<file path="src/rtl/tws_pkg.sv">
// shared types and constants for the three-voice wavetable synth
// no dependencies; imported by tws_ctrl, tws_dp and three_voice_wavetable_synth
package tws_pkg;

  localparam int NUM_VOICES  = 3;
  localparam int PHASE_BITS  = 20;
  localparam int TABLE_DEPTH = 256;
  localparam int TABLE_AW    = $clog2(TABLE_DEPTH);
  localparam int REG_COUNT   = 24;
  localparam int REG_AW      = $clog2(REG_COUNT);
  localparam int LEVEL_W     = 8;
  localparam int MIX_W       = 10;
  localparam int GAIN_W      = 8;
  localparam int SCALED_W    = MIX_W + GAIN_W;

  localparam logic [7:0] ENABLE_ADDR = 8'd24;

  localparam logic [1:0] FUNC_REG    = 2'd0;
  localparam logic [1:0] FUNC_TABLE  = 2'd1;
  localparam logic [1:0] FUNC_SAMPLE = 2'd2;

  localparam logic [GAIN_W-1:0]   GAIN_RESET = 8'd32;
  localparam logic [SCALED_W-1:0] SAT_MAX    = 18'd32767;

  typedef struct packed {
    logic [1:0] func;
    logic [7:0] addr;
    logic [3:0] data;
  } in_t;

  typedef struct packed {
    logic signed [15:0] sample;
    logic [7:0]         voice0_level;
    logic [7:0]         voice1_level;
    logic [7:0]         voice2_level;
  } out_t;

  // controller to datapath commands
  typedef struct packed {
    logic       take;
    logic       tick;
    logic       rd_en;
    logic [1:0] rd_voice;
    logic       scale;
    logic       load;
  } dp_cmd_t;

endpackage

</file>
<file path="src/rtl/tws_dp.sv">
// datapath: sound registers, phase accumulators, waveform table memory, mixer and gain
// depends on tws_pkg
module tws_dp (
  input  logic              clk,
  input  logic              rst,
  input  tws_pkg::in_t      item,
  input  tws_pkg::dp_cmd_t  cmd,
  input  logic              gain_we,
  input  logic [7:0]        gain_wdata,
  output logic              enable,
  output tws_pkg::out_t     result
);
  import tws_pkg::*;

  logic [3:0]            vreg [REG_COUNT];
  logic [PHASE_BITS-1:0] phase [NUM_VOICES];
  logic [PHASE_BITS-1:0] freq [NUM_VOICES];
  logic [TABLE_AW-1:0]   idx [NUM_VOICES];
  logic [3:0]            vol [NUM_VOICES];
  logic [3:0]            wave_table [TABLE_DEPTH];
  logic [GAIN_W-1:0]     gain;
  logic [3:0]            rdata;
  logic                  rd_valid;
  logic [1:0]            rd_voice;
  logic [LEVEL_W-1:0]    level [NUM_VOICES];
  logic [MIX_W-1:0]      mix;
  logic [SCALED_W-1:0]   scaled;
  logic [TABLE_AW-1:0]   rd_idx;
  logic [3:0]            vol_sel;
  logic [LEVEL_W-1:0]    lvl;

  // voice 0 has a full 20-bit frequency, voices 1 and 2 are 16 bits shifted up a nibble
  assign freq[0] = {vreg[4], vreg[3], vreg[2], vreg[1], vreg[0]};
  assign freq[1] = {vreg[11], vreg[10], vreg[9], vreg[8], 4'h0};
  assign freq[2] = {vreg[19], vreg[18], vreg[17], vreg[16], 4'h0};

  for (genvar v = 0; v < NUM_VOICES; v++) begin : g_voice
    assign idx[v] = {vreg[v*8+5][2:0], phase[v][PHASE_BITS-1 -: 5]};
    assign vol[v] = vreg[v*8+6];
  end

  always_comb begin
    case (cmd.rd_voice)
      2'd0:    rd_idx = idx[0];
      2'd1:    rd_idx = idx[1];
      default: rd_idx = idx[2];
    endcase
    case (rd_voice)
      2'd0:    vol_sel = vol[0];
      2'd1:    vol_sel = vol[1];
      default: vol_sel = vol[2];
    endcase
    lvl = {4'h0, rdata} * {4'h0, vol_sel};
  end

  always_ff @(posedge clk) begin
    if (rst) begin
      for (int i = 0; i < REG_COUNT; i++) vreg[i] <= 4'h0;
      for (int v = 0; v < NUM_VOICES; v++) phase[v] <= '0;
      enable   <= 1'b0;
      gain     <= GAIN_RESET;
      rd_valid <= 1'b0;
      rd_voice <= 2'd0;
    end else begin
      if (gain_we) gain <= gain_wdata;
      if (cmd.take && item.func == FUNC_REG) begin
        if (item.addr < 8'(REG_COUNT)) vreg[item.addr[REG_AW-1:0]] <= item.data;
        else if (item.addr == ENABLE_ADDR) enable <= item.data[0];
      end
      if (cmd.tick) begin
        for (int v = 0; v < NUM_VOICES; v++) phase[v] <= phase[v] + freq[v];
      end
      rd_valid <= cmd.rd_en;
      rd_voice <= cmd.rd_voice;
    end
  end

  // table memory and mixer payload
  always_ff @(posedge clk) begin
    if (cmd.take && item.func == FUNC_TABLE) wave_table[item.addr] <= item.data;
    if (cmd.rd_en) rdata <= wave_table[rd_idx];
    if (cmd.take) begin
      for (int v = 0; v < NUM_VOICES; v++) level[v] <= '0;
      mix    <= '0;
      scaled <= '0;
    end else begin
      if (rd_valid) begin
        case (rd_voice)
          2'd0:    level[0] <= lvl;
          2'd1:    level[1] <= lvl;
          default: level[2] <= lvl;
        endcase
        mix <= mix + MIX_W'(lvl);
      end
      if (cmd.scale) scaled <= SCALED_W'(mix) * SCALED_W'(gain);
    end
  end

  always_comb begin
    result.sample       = (scaled > SAT_MAX) ? 16'sh7fff : signed'(scaled[15:0]);
    result.voice0_level = level[0];
    result.voice1_level = level[1];
    result.voice2_level = level[2];
  end

endmodule

</file>
<file path="src/rtl/tws_ctrl.sv">
// controller: sequences the two generator ticks, the three table reads and the gain step
// depends on tws_pkg
module tws_ctrl (
  input  logic              clk,
  input  logic              rst,
  input  logic              in_valid,
  input  tws_pkg::in_t      item,
  input  logic              enable,
  input  logic              out_free,
  output logic              in_ready,
  output tws_pkg::dp_cmd_t  cmd
);
  import tws_pkg::*;

  localparam logic [2:0] S_IDLE  = 3'd0;
  localparam logic [2:0] S_TICK0 = 3'd1;
  localparam logic [2:0] S_TICK1 = 3'd2;
  localparam logic [2:0] S_READ  = 3'd3;
  localparam logic [2:0] S_DRAIN = 3'd4;
  localparam logic [2:0] S_SCALE = 3'd5;
  localparam logic [2:0] S_DONE  = 3'd6;

  logic [2:0] state, state_next;
  logic [1:0] cnt, cnt_next;
  logic       take;

  assign in_ready = (state == S_IDLE);
  assign take     = in_valid && in_ready;

  always_comb begin
    state_next = state;
    cnt_next   = cnt;
    case (state)
      S_IDLE: begin
        if (take && item.func == FUNC_SAMPLE) state_next = enable ? S_TICK0 : S_DONE;
      end
      S_TICK0: state_next = S_TICK1;
      S_TICK1: begin
        state_next = S_READ;
        cnt_next   = 2'd0;
      end
      S_READ: begin
        if (cnt == 2'(NUM_VOICES - 1)) state_next = S_DRAIN;
        else cnt_next = cnt + 2'd1;
      end
      S_DRAIN: state_next = S_SCALE;
      S_SCALE: state_next = S_DONE;
      S_DONE: begin
        if (out_free) state_next = S_IDLE;
      end
      default: state_next = S_IDLE;
    endcase
  end

  always_ff @(posedge clk) begin
    if (rst) begin
      state <= S_IDLE;
      cnt   <= 2'd0;
    end else begin
      state <= state_next;
      cnt   <= cnt_next;
    end
  end

  always_comb begin
    cmd.take     = take;
    cmd.tick     = (state == S_TICK0) || (state == S_TICK1);
    cmd.rd_en    = (state == S_READ);
    cmd.rd_voice = cnt;
    cmd.scale    = (state == S_SCALE);
    cmd.load     = (state == S_DONE) && out_free;
  end

  a_no_tick_during_read: assert property (@(posedge clk) disable iff (rst)
    !(cmd.tick && cmd.rd_en)) else $error("phase advance during table read");

  a_voice_in_range: assert property (@(posedge clk) disable iff (rst)
    cmd.rd_en |-> cmd.rd_voice != 2'd3) else $error("table read for a missing voice");

  a_load_needs_slot: assert property (@(posedge clk) disable iff (rst)
    cmd.load |-> out_free) else $error("result loaded over a waiting one");

  a_scale_then_done: assert property (@(posedge clk) disable iff (rst)
    cmd.scale |=> state == S_DONE) else $error("gain step not followed by result");

  a_busy_not_ready: assert property (@(posedge clk) disable iff (rst)
    (take && item.func == FUNC_SAMPLE) |=> !in_ready) else $error("new request taken mid-sample");

endmodule

</file>
<file path="src/rtl/three_voice_wavetable_synth.sv">
// Three-voice wavetable sound generator.
// Request channel (in_valid/in_ready/in_item): func 0 writes a sound register,
// func 1 writes a waveform table nibble, func 2 asks for one sample, func 3 is dropped.
// Result channel (out_valid/out_ready/out_item): one result per sample request only.
// gain_we/gain_wdata write the output gain; the user must do so only while the block is idle (not enforced here).
// Register and table writes take effect at acceptance; in_ready stays high after them.
// A sample request with sound enabled runs two phase ticks, three table reads (one
// memory port, one voice per cycle), a drain state and a gain multiply, stepping
// through S_TICK0, S_TICK1, S_READ, S_DRAIN, S_SCALE and S_DONE; from S_DONE the result
// is loaded into the output register, and no new request is taken until the sample is
// through. With sound disabled the request goes straight to S_DONE with a zero result.
// The result sits in an output register; while the receiver stalls the block still
// takes register and table writes, and a following sample request is computed and
// then held until the output register frees.
// Reset (rst, synchronous) clears sound registers, enable, phases and the output
// valid, and sets the gain to 32. The waveform table is not cleared.
// depends on tws_pkg, tws_ctrl, tws_dp
module three_voice_wavetable_synth (
  input  logic           clk,
  input  logic           rst,
  input  logic           in_valid,
  output logic           in_ready,
  input  tws_pkg::in_t   in_item,
  output logic           out_valid,
  input  logic           out_ready,
  output tws_pkg::out_t  out_item,
  input  logic           gain_we,
  input  logic [7:0]     gain_wdata
);
  import tws_pkg::*;

  dp_cmd_t cmd;
  out_t    result;
  logic    enable;
  logic    out_free;

  assign out_free = !out_valid || out_ready;

  tws_ctrl u_ctrl (
    .clk      (clk),
    .rst      (rst),
    .in_valid (in_valid),
    .item     (in_item),
    .enable   (enable),
    .out_free (out_free),
    .in_ready (in_ready),
    .cmd      (cmd)
  );

  tws_dp u_dp (
    .clk        (clk),
    .rst        (rst),
    .item       (in_item),
    .cmd        (cmd),
    .gain_we    (gain_we),
    .gain_wdata (gain_wdata),
    .enable     (enable),
    .result     (result)
  );

  always_ff @(posedge clk) begin
    if (rst) begin
      out_valid <= 1'b0;
    end else if (cmd.load) begin
      out_valid <= 1'b1;
    end else if (out_ready) begin
      out_valid <= 1'b0;
    end
  end

  always_ff @(posedge clk) begin
    if (cmd.load) out_item <= result;
  end

endmodule
</file>
<file path="config.mk">
export PLATFORM = sky130hd
export DESIGN_NAME = three_voice_wavetable_synth
export DESIGN_NICKNAME = d
export VERILOG_FILES = /design/src/rtl/tws_pkg.sv /design/src/rtl/tws_dp.sv /design/src/rtl/tws_ctrl.sv /design/src/rtl/three_voice_wavetable_synth.sv
export SDC_FILE = /design/constraint.sdc
export NUM_CORES = 2
export LEC_CHECK = 0
export BUFFER_PORTS_ARGS = -buffer_cell sky130_fd_sc_hd__buf_2
export CAP_MARGIN = 5
export CORE_MARGIN = 4
export CORE_UTILIZATION = 57
export DETAILED_ROUTE_END_ITERATION = 8
export MAX_ROUTING_LAYER = met4
export PLACE_DENSITY_LB_ADDON = 0.3
export RECOVER_POWER = 100
export SKIP_LAST_GASP = 1
export SYNTH_ARGS = -nofsm -noshare
export SYNTH_HDL_FRONTEND = slang
export SYNTH_SLANG_ARGS = --single-unit
export TNS_END_PERCENT = 10
</file>
<file path="constraint.sdc">
create_clock -name clk -period 4.3 [get_ports clk]
set_input_delay 1.075 -clock clk [delete_from_list [all_inputs] [get_ports clk]]
set_output_delay 1.075 -clock clk [all_outputs]
set_load 0.02 [all_outputs]
</file>
Yosys cells after proc, flatten, opt, wreduce, memory -nomap -nowiden
Memories as Yosys holds them, arrays and structs flattened. A register that Yosys moved wholly into a read port is not among the register bits.
Index checks and enable logic that the tools add are counted.
{ "totals": {"ff_bits": 62, "ram_bits": 1204, "in_bits": 27, "mem_count": 4} }
{ "memory_table": {"columns": ["memory", "words", "width", "read_ports", "rd_clocked_by_memory_dff", "write_ports", "line_no", "source"], "rows": [
  ["u_dp.wave_table", 256, 4, 1, 1, 1, "tws_dp.sv:20", "logic [3:0] wave_table [TABLE_DEPTH];"],
  ["u_dp.vreg", 24, 4, 19, 0, 24, "tws_dp.sv:15", "logic [3:0] vreg [REG_COUNT];"],
  ["u_dp.phase", 3, 20, 3, 0, 3, "tws_dp.sv:16", "logic [PHASE_BITS-1:0] phase [NUM_VOICES];"],
  ["u_dp.level", 3, 8, 3, 3, 3, "tws_dp.sv:25", "logic [LEVEL_W-1:0] level [NUM_VOICES];"]
]} }
{ "op_classes": {"add_sub_neg": 5, "n_mul": 2, "magnitude_cmp": 2, "eq_ne": 16, "muxes": 45, "bitwise": 7, "reduce_logical": 19} }
{ "ops": {"columns": ["operator", "n"], "rows": [
  ["20-bit adder", 3],
  ["20-bit 2-to-1 mux", 3],
  ["1-bit 2-to-1 mux", 28],
  ["8-bit 2-to-1 mux", 3],
  ["3-bit case mux with 7 select lines", 1],
  ["18-bit by 15-bit > comparator with 1-bit output, second input constant", 1],
  ["10-bit by 8-bit multiplier with 18-bit output", 1],
  ["8-bit case mux with 2 select lines", 1],
  ["3-bit 2-to-1 mux", 4],
  ["10-bit by 8-bit adder with 10-bit output", 1],
  ["3-bit == test, second input constant", 3],
  ["8-bit by 5-bit == test with 1-bit output, second input constant", 1],
  ["8-bit by 5-bit less-than comparator with 1-bit output, second input constant", 1],
  ["4-bit by 4-bit multiplier with 8-bit output", 1],
  ["4-bit case mux with 2 select lines", 1],
  ["2-bit by 1-bit == test with 1-bit output, second input constant", 3],
  ["3-bit by 2-bit == test with 1-bit output, second input constant", 2],
  ["2-bit logical NOT", 3],
  ["2-bit != test, second input constant", 3],
  ["1-bit OR", 6],
  ["3-bit AND reduction", 2],
  ["1-bit logical AND", 5],
  ["5-bit 2-to-1 mux", 1],
  ["2-bit == test, second input constant", 2],
  ["other kinds (14)", 16]
]} }

Depth between registers and ports, before layout
{ "depth": {"ltp_word": 8, "mapped_depth": 20, "mapped_depth_nobuf": 19} }

Hierarchy
From an unflattened synthesis, not the netlist that was laid out.
{ "unflattened": {"cells_unflattened": 4368, "area_unflattened_um2": 56157.6} }
{ "by_module_without_submodules": {"columns": ["mod", "instances", "cells_each", "area_each_um2"], "rows": [
  ["tws_dp", 1, 4281, 54548.6],
  ["three_voice_wavetable_synth", 1, 44, 1247.4],
  ["tws_ctrl", 1, 43, 361.6]
]} }

Worst setup path after synthesis
No wires, ideal clock.
{ "synth_path": {"kind": "register to register", "start": "reg u_dp.mix[5]", "end": "reg u_dp.scaled[17]", "setup_time_ns": 0.132, "arrival_ns": 4.129, "required_time_ns": 4.168, "setup_slack_ns": 0.038, "path_stages_with_launch": 18, "path_buffers": 1, "synth_period_minus_slack_ns": 4.262, "path_cell_list": "dfxtp_1 clkbuf_1 and2_1 fa_1 inv_1 fa_1 fa_1 fa_1 inv_1 ha_1 o21a_1 o31a_1 o211ai_1 a21oi_1 nor3_1 o31ai_1 xnor2_1 a21oi_1"} }
{ "synth_via": {"elab_chain_cells": 1} }
{ "synth_lines": {"columns": ["element", "line_no", "source"], "rows": [
  ["start: declaration", "tws_dp.sv:26", "logic [MIX_W-1:0] mix;"],
  ["start signal: assignment", "tws_dp.sv:93", "mix <= mix + MIX_W'(lvl);"],
  ["10-bit by 8-bit multiplier with 18-bit output", "tws_dp.sv:95", "if (cmd.scale) scaled <= SCALED_W'(mix) * SCALED_W'(gain);"],
  ["end signal: assignment", "tws_dp.sv:95", null],
  ["end: declaration", "tws_dp.sv:27", "logic [SCALED_W-1:0] scaled;"]
]} }
No other way between the ends.
A chain may end at the register's enable or synchronous reset.

Worst setup path in the final report
{ "layout_path": {"start": "reg u_ctrl.cnt[0]", "end": "reg u_dp.rdata[3], read port of u_dp.wave_table (data pin)"} }
{ "layout_via": {"elab_chain_cells": 2, "word_cells_on_any_way": 3, "classes_between": "eq/ne: 1; mux: 1; reduce/logical: 1"} }
{ "layout_lines": {"columns": ["element", "line_no", "source"], "rows": [
  ["start: declaration", "tws_ctrl.sv:24", "logic [1:0] cnt, cnt_next;"],
  ["start signal: assignment", "tws_ctrl.sv:61", "cnt <= cnt_next;"],
  ["2-bit by 1-bit == test with 1-bit output / 2-bit logical NOT (equally long branches)", "tws_dp.sv:43", "case (cmd.rd_voice)"],
  ["8-bit case mux with 2 select lines (*)", "tws_dp.sv:43", null],
  ["end: declaration", "tws_dp.sv:22", "logic [3:0] rdata;"]
]} }
Mark *: on every way between the ends. The rest lies on a longest branch, timed or not.

==> results list <==
- Sorting the synthesized cells by how often they occur yields edfxtp_1 (1217), nand2_1 (803), nor2_1 (425), nand3_1 (373), clkbuf_1 (167).
- Total area of multi-input combinational cells: 17100 sq um
- Final Max Slew Viols: 870
* Internal Power: 0.0246 W
- The number of global-route vias before repair came to 37100.
- Worst hold path type: reg2reg
- EDFF count, synth: 1217
- For this design, the CTS-stage hold fixing added 0 buffers.
* Initial drt markers: 4931
- Using the TritonRoute via totals, the vias-per-cell ratio works out to 6.29.
* Total core area: 97300 sq um
- The number of clock buffers added by TritonCTS is 131.
- Clk buf depth: 3
- Status: complete, but fails checks
- Total power draw: 0.0380 W
* Number of instances in the synthesized netlist: 4542
- For this design the top-level I/O count stands at 69.
- From left edge to right edge, the die measures 322 microns.
- The first global-routing pass estimated 224000 microns of wire.
- In this run the static leakage power is 22.1 nW.
- Maximum VDD drop: 0.292 mV
- Sequential group share of total power: 38.1%
- Clock-pin slew was measured on the worst setup and hold paths at 60 ps.
- Sink count of the clock tree: 1263
- Required @ worst endpoint: 4780 ps
* Clock tree from TritonCTS: done
- The floorplan has 114 rows.
- Once routing completed, OpenROAD measured the worst setup slack at -31.0 ps.
- Counting I/O delays and the setup requirement, the final critical path takes 4330 ps.
- For the pin with the worst max-slew slack, the measured transition is 3020 ps.
- Summed over all nets, the switching power comes to 0.0134 W.
* Share of total power in the clock network: 28.8%
- In this run, synthesis produced a sequential element count of 1263.
* Initial antenna violation count: 2
- The mapped netlist covers 56200 sq um.
- The top cell type by area accounts for 65.1% of the synthesized area.
- Initial cell density of the core: 57.7%
- Entering global routing, the biggest net connects 128 pins.
- Wire segments on met3 add up to 15600 microns in the final route.
- After synthesis, the netlist uses 77 different library cells.
* Number of nets still failing antenna checks after routing: 0
- Total negative setup slack: -52.4 ps
- Across all hold checks on the routed design, the worst slack comes to 417 ps.
* Most common cell in the netlist: edfxtp_1
* Share of synthesized flip-flops with an asynchronous set or reset: 0%
- Dpl hpwl: 94500 microns
* Last weighted congestion value of the routability-driven placer: 0.933
- Final number of hold-violating endpoints: 0
* Total gr overflow: 0
- For this run, the register share of the synthesized area comes to 66.7%.
- Highest metal layer used by the detailed router: met4
* Die Footprint: 104000 sq um
- The final critical path takes up 101% of the cycle.
* CP max stage cell: nor4_1
- Ranking of synthesized cells by area: edfxtp_1 (65%), nand2_1 (5.4%), nand3_1 (3.3%), nor2_1 (2.8%), ha_1 (2.4%)
- Counting every net in the synthesized netlist gives 4735.
- The signal on the critical path passes through inv_1 -> ha_1 -> a22oi_2 -> buf_4 -> nand2_4 -> buf_12 -> a2111oi_1 -> a211oi_1 -> o21ai_0 -> o211ai_1 -> nor4_1 -> nor4_1 -> buf_4.
- Relative slew slack: -102%
* CTS root buf: clkbuf_16
- Combinational cells account for 33.1% of the total power.
- In this run the cell area measured after placement is 58800 sq um.
* Fraction of final layout cells with drive strength greater than 1: 9.27%
* Router iterations before antenna repair: 6
- Chip height: 322 microns
- Biggest fanout along the worst timing path: 33
- Post-CTS timing repair inserted 0 buffers for setup.
- For this block, the via count after detailed routing is 38000.
- OpenSTA, run right after detailed placement, puts the worst setup slack at -139 ps.
- Skew-Pair Late Insertion Delay: 740 ps
- Residual DRC count: 0
- Setup crit start kind: register
- Detail Route met2 WL: 68800 microns
- Across the run, the number of max-cap violations was 14.
- In this run the tool buffered the top-level ports with 68 buffer cells.
- Dominant register cell in the synthesized netlist: edfxtp_1
* Total routing resource utilization after global routing: 29.4%
* Number of fill cells in the layout: 7063
- Final worst clock skew: 29.8 ps
* Arrival time reported for the critical path endpoint: 4810 ps
- Across the whole layout, storage elements account for 37500 sq um.
- Count of final setup violators: 2
- Detailed-route wire length: 148000 microns
* Final nets: 4852
- Number of warning messages in the yosys log: 0
- Setup repair after global routing missed its margin: yes
- With fillers left out, the area of the finished cells amounts to 62700 sq um.
- The area growth from synthesis to layout is 11.6%.
* Fraction of power spent switching nets: 35.3%
* Type of destination of the critical path: register
- F_max: 231 MHz
* Post-synthesis average cell area: 12.4 sq um
* Cell taking the most area after synthesis: edfxtp_1
* Maximum level of the CTS H-tree: 4
- The critical path is of the reg2reg type.
- In this design, the stage delay of the slowest critical-path cell is 720 ps.
- Power per cell area: 606 nW/um^2
* Routed WL per cell: 24.5 microns
- The detailed router put a total of 56300 microns of wire on met1.
- The checks that failed: capacitance limit, slew limit, setup timing.
[final cells by class]
type / count / share of cell area, %
Tap cell: 1276 / 2.55
Clock buffer: 162 / 5.60
Antenna cell: 2 / 0.00798
Inverter: 98 / 0.587
Timing Repair Buffer: 277 / 3.24
Clock inverter: 71 / 0.966
Multi-Input combinational cell: 2888 / 27.3
Sequential cell: 1263 / 59.8
[critical path: cells and delay by family (launching register included)]
kind,cells,cell delay [ps]
AO/OA/AOI/OAI,5,1670
flip-flops,1,370
AND/OR/NAND/NOR,3,950
adder cells (fa/ha/maj),1,350
buffers and inverters,4,700
[routing by layer]
| layer | vias to the layer above | track usage (%) |
|---|---|---|
| li1 | 16900 | - |
| met1 | 18500 | 38.3 |
| met2 | 2125 | 45.3 |
| met3 | 440 | 5.99 |
| met4 | 0 | 12.8 |
| met5 | - | - |
[placed cells by master, fill, tap and decap left out, types with 11 or more instances in the layout]
| cell | netlist | final |
|---|---|---|
| nand3b_1 | 15 | 15 |
| o211ai_1 | 11 | 11 |
| dfxtp_1 | 46 | 44 |
| o2111ai_1 | 11 | 11 |
| nor4_1 | 20 | 19 |
| buf_2 | 92 | 20 |
| a211o_1 | 11 | 11 |
| clkinv_1 | 0 | 32 |
| clkbuf_16 | 0 | 136 |
| buf_4 | 14 | 156 |
| nand2_1 | 803 | 802 |
| a2111oi_0 | 39 | 38 |
| mux2i_1 | 71 | 71 |
| xor2_1 | 19 | 19 |
| nand3_1 | 373 | 371 |
| edfxtp_1 | 1217 | 1217 |
| buf_12 | 0 | 21 |
| and2_1 | 81 | 61 |
| o21a_1 | 12 | 12 |
| a21o_1 | 17 | 17 |
| o21ai_0 | 48 | 47 |
| nand4_1 | 33 | 33 |
| inv_1 | 98 | 97 |
| fa_1 | 56 | 55 |
| and3_1 | 139 | 139 |
| o21bai_1 | 24 | 24 |
| clkinv_2 | 0 | 14 |
| nor2b_1 | 29 | 27 |
| a311oi_1 | 32 | 32 |
| a21oi_1 | 79 | 75 |
| a211oi_1 | 148 | 148 |
| clkbuf_1 | 167 | 95 |
| ha_1 | 110 | 110 |
| nor3_1 | 38 | 36 |
| nand2b_1 | 25 | 25 |
| and2_0 | 0 | 17 |
| xnor2_1 | 29 | 29 |
| a31oi_1 | 74 | 74 |
| nor2_1 | 425 | 423 |
[through the flow]
| step | utilization (%) | instances |
|---|---|---|
| 2_1_floorplan | - | 4542 |
| 3_3_place_gp | 60.4 | 5802 |
| 3_5_place_dp | 60.4 | 5802 |
| 4_1_cts | 64.7 | 6035 |
| 5_1_grt | 64.5 | 6037 |
| 6_report | 64.5 | 6037 |
[worst paths after layout]
check / start / end / slack (ps) / depth (start not counted)
max reg2reg: u_ctrl.cnt[0] / u_dp.rdata[3] / -30 / 13
min: u_dp.level[0][20] / out_item[4] / 420 / 0
min reg2reg: u_dp.level[0][20] / out_item[4] / 420 / 0
max: u_ctrl.cnt[0] / u_dp.rdata[3] / -30 / 13
[flip-flops by register name (all words and copies together) (netlist names)]
| signal | flops |
|---|---|
| out_item | 40 |
| out_valid | 1 |
| u_ctrl.cnt | 2 |
| u_ctrl.state | 3 |
| u_dp.enable | 1 |
| u_dp.gain | 8 |
| u_dp.level | 24 |
| u_dp.mix | 10 |
| u_dp.phase | 52 |
| u_dp.rd_valid | 1 |
| u_dp.rd_voice | 2 |
| u_dp.rdata | 4 |
| u_dp.scaled | 18 |
| u_dp.vreg | 73 |
| u_dp.wave_table | 1024 |
[power by group through the flow]
stage,Sequential [W],Clock [W],Combinational (W)
floorplan,0.0146,0,0.00797
global placement,0.0147,0,0.0121
detailed placement,0.0147,0,0.0123
CTS,0.0144,0.0110,0.0124
global route,0.0145,0.0116,0.0136
finish,0.0145,0.0109,0.0126
[logic make-up (layout without fill, tap and decap cells)]
family	count (synthesis)	after routing	synth area share, %
simple gates	2026	2026	16.4
buf+inv	391	608	3.04
mux	71	71	1.27
fa+ha+maj	166	166	4.45
compound gates	576	576	7.39
other cells	1	3	0.00668
flops	1263	1263	66.7
xor+xnor	48	48	0.748
[what timing repair did]
action | 4_1_cts | 5_1_grt
pin swaps | 7 | 10
setup endpoints to repair | 6 | 14
gates resized for setup | 7 | 13
Power figures use the tool's default switching activity.
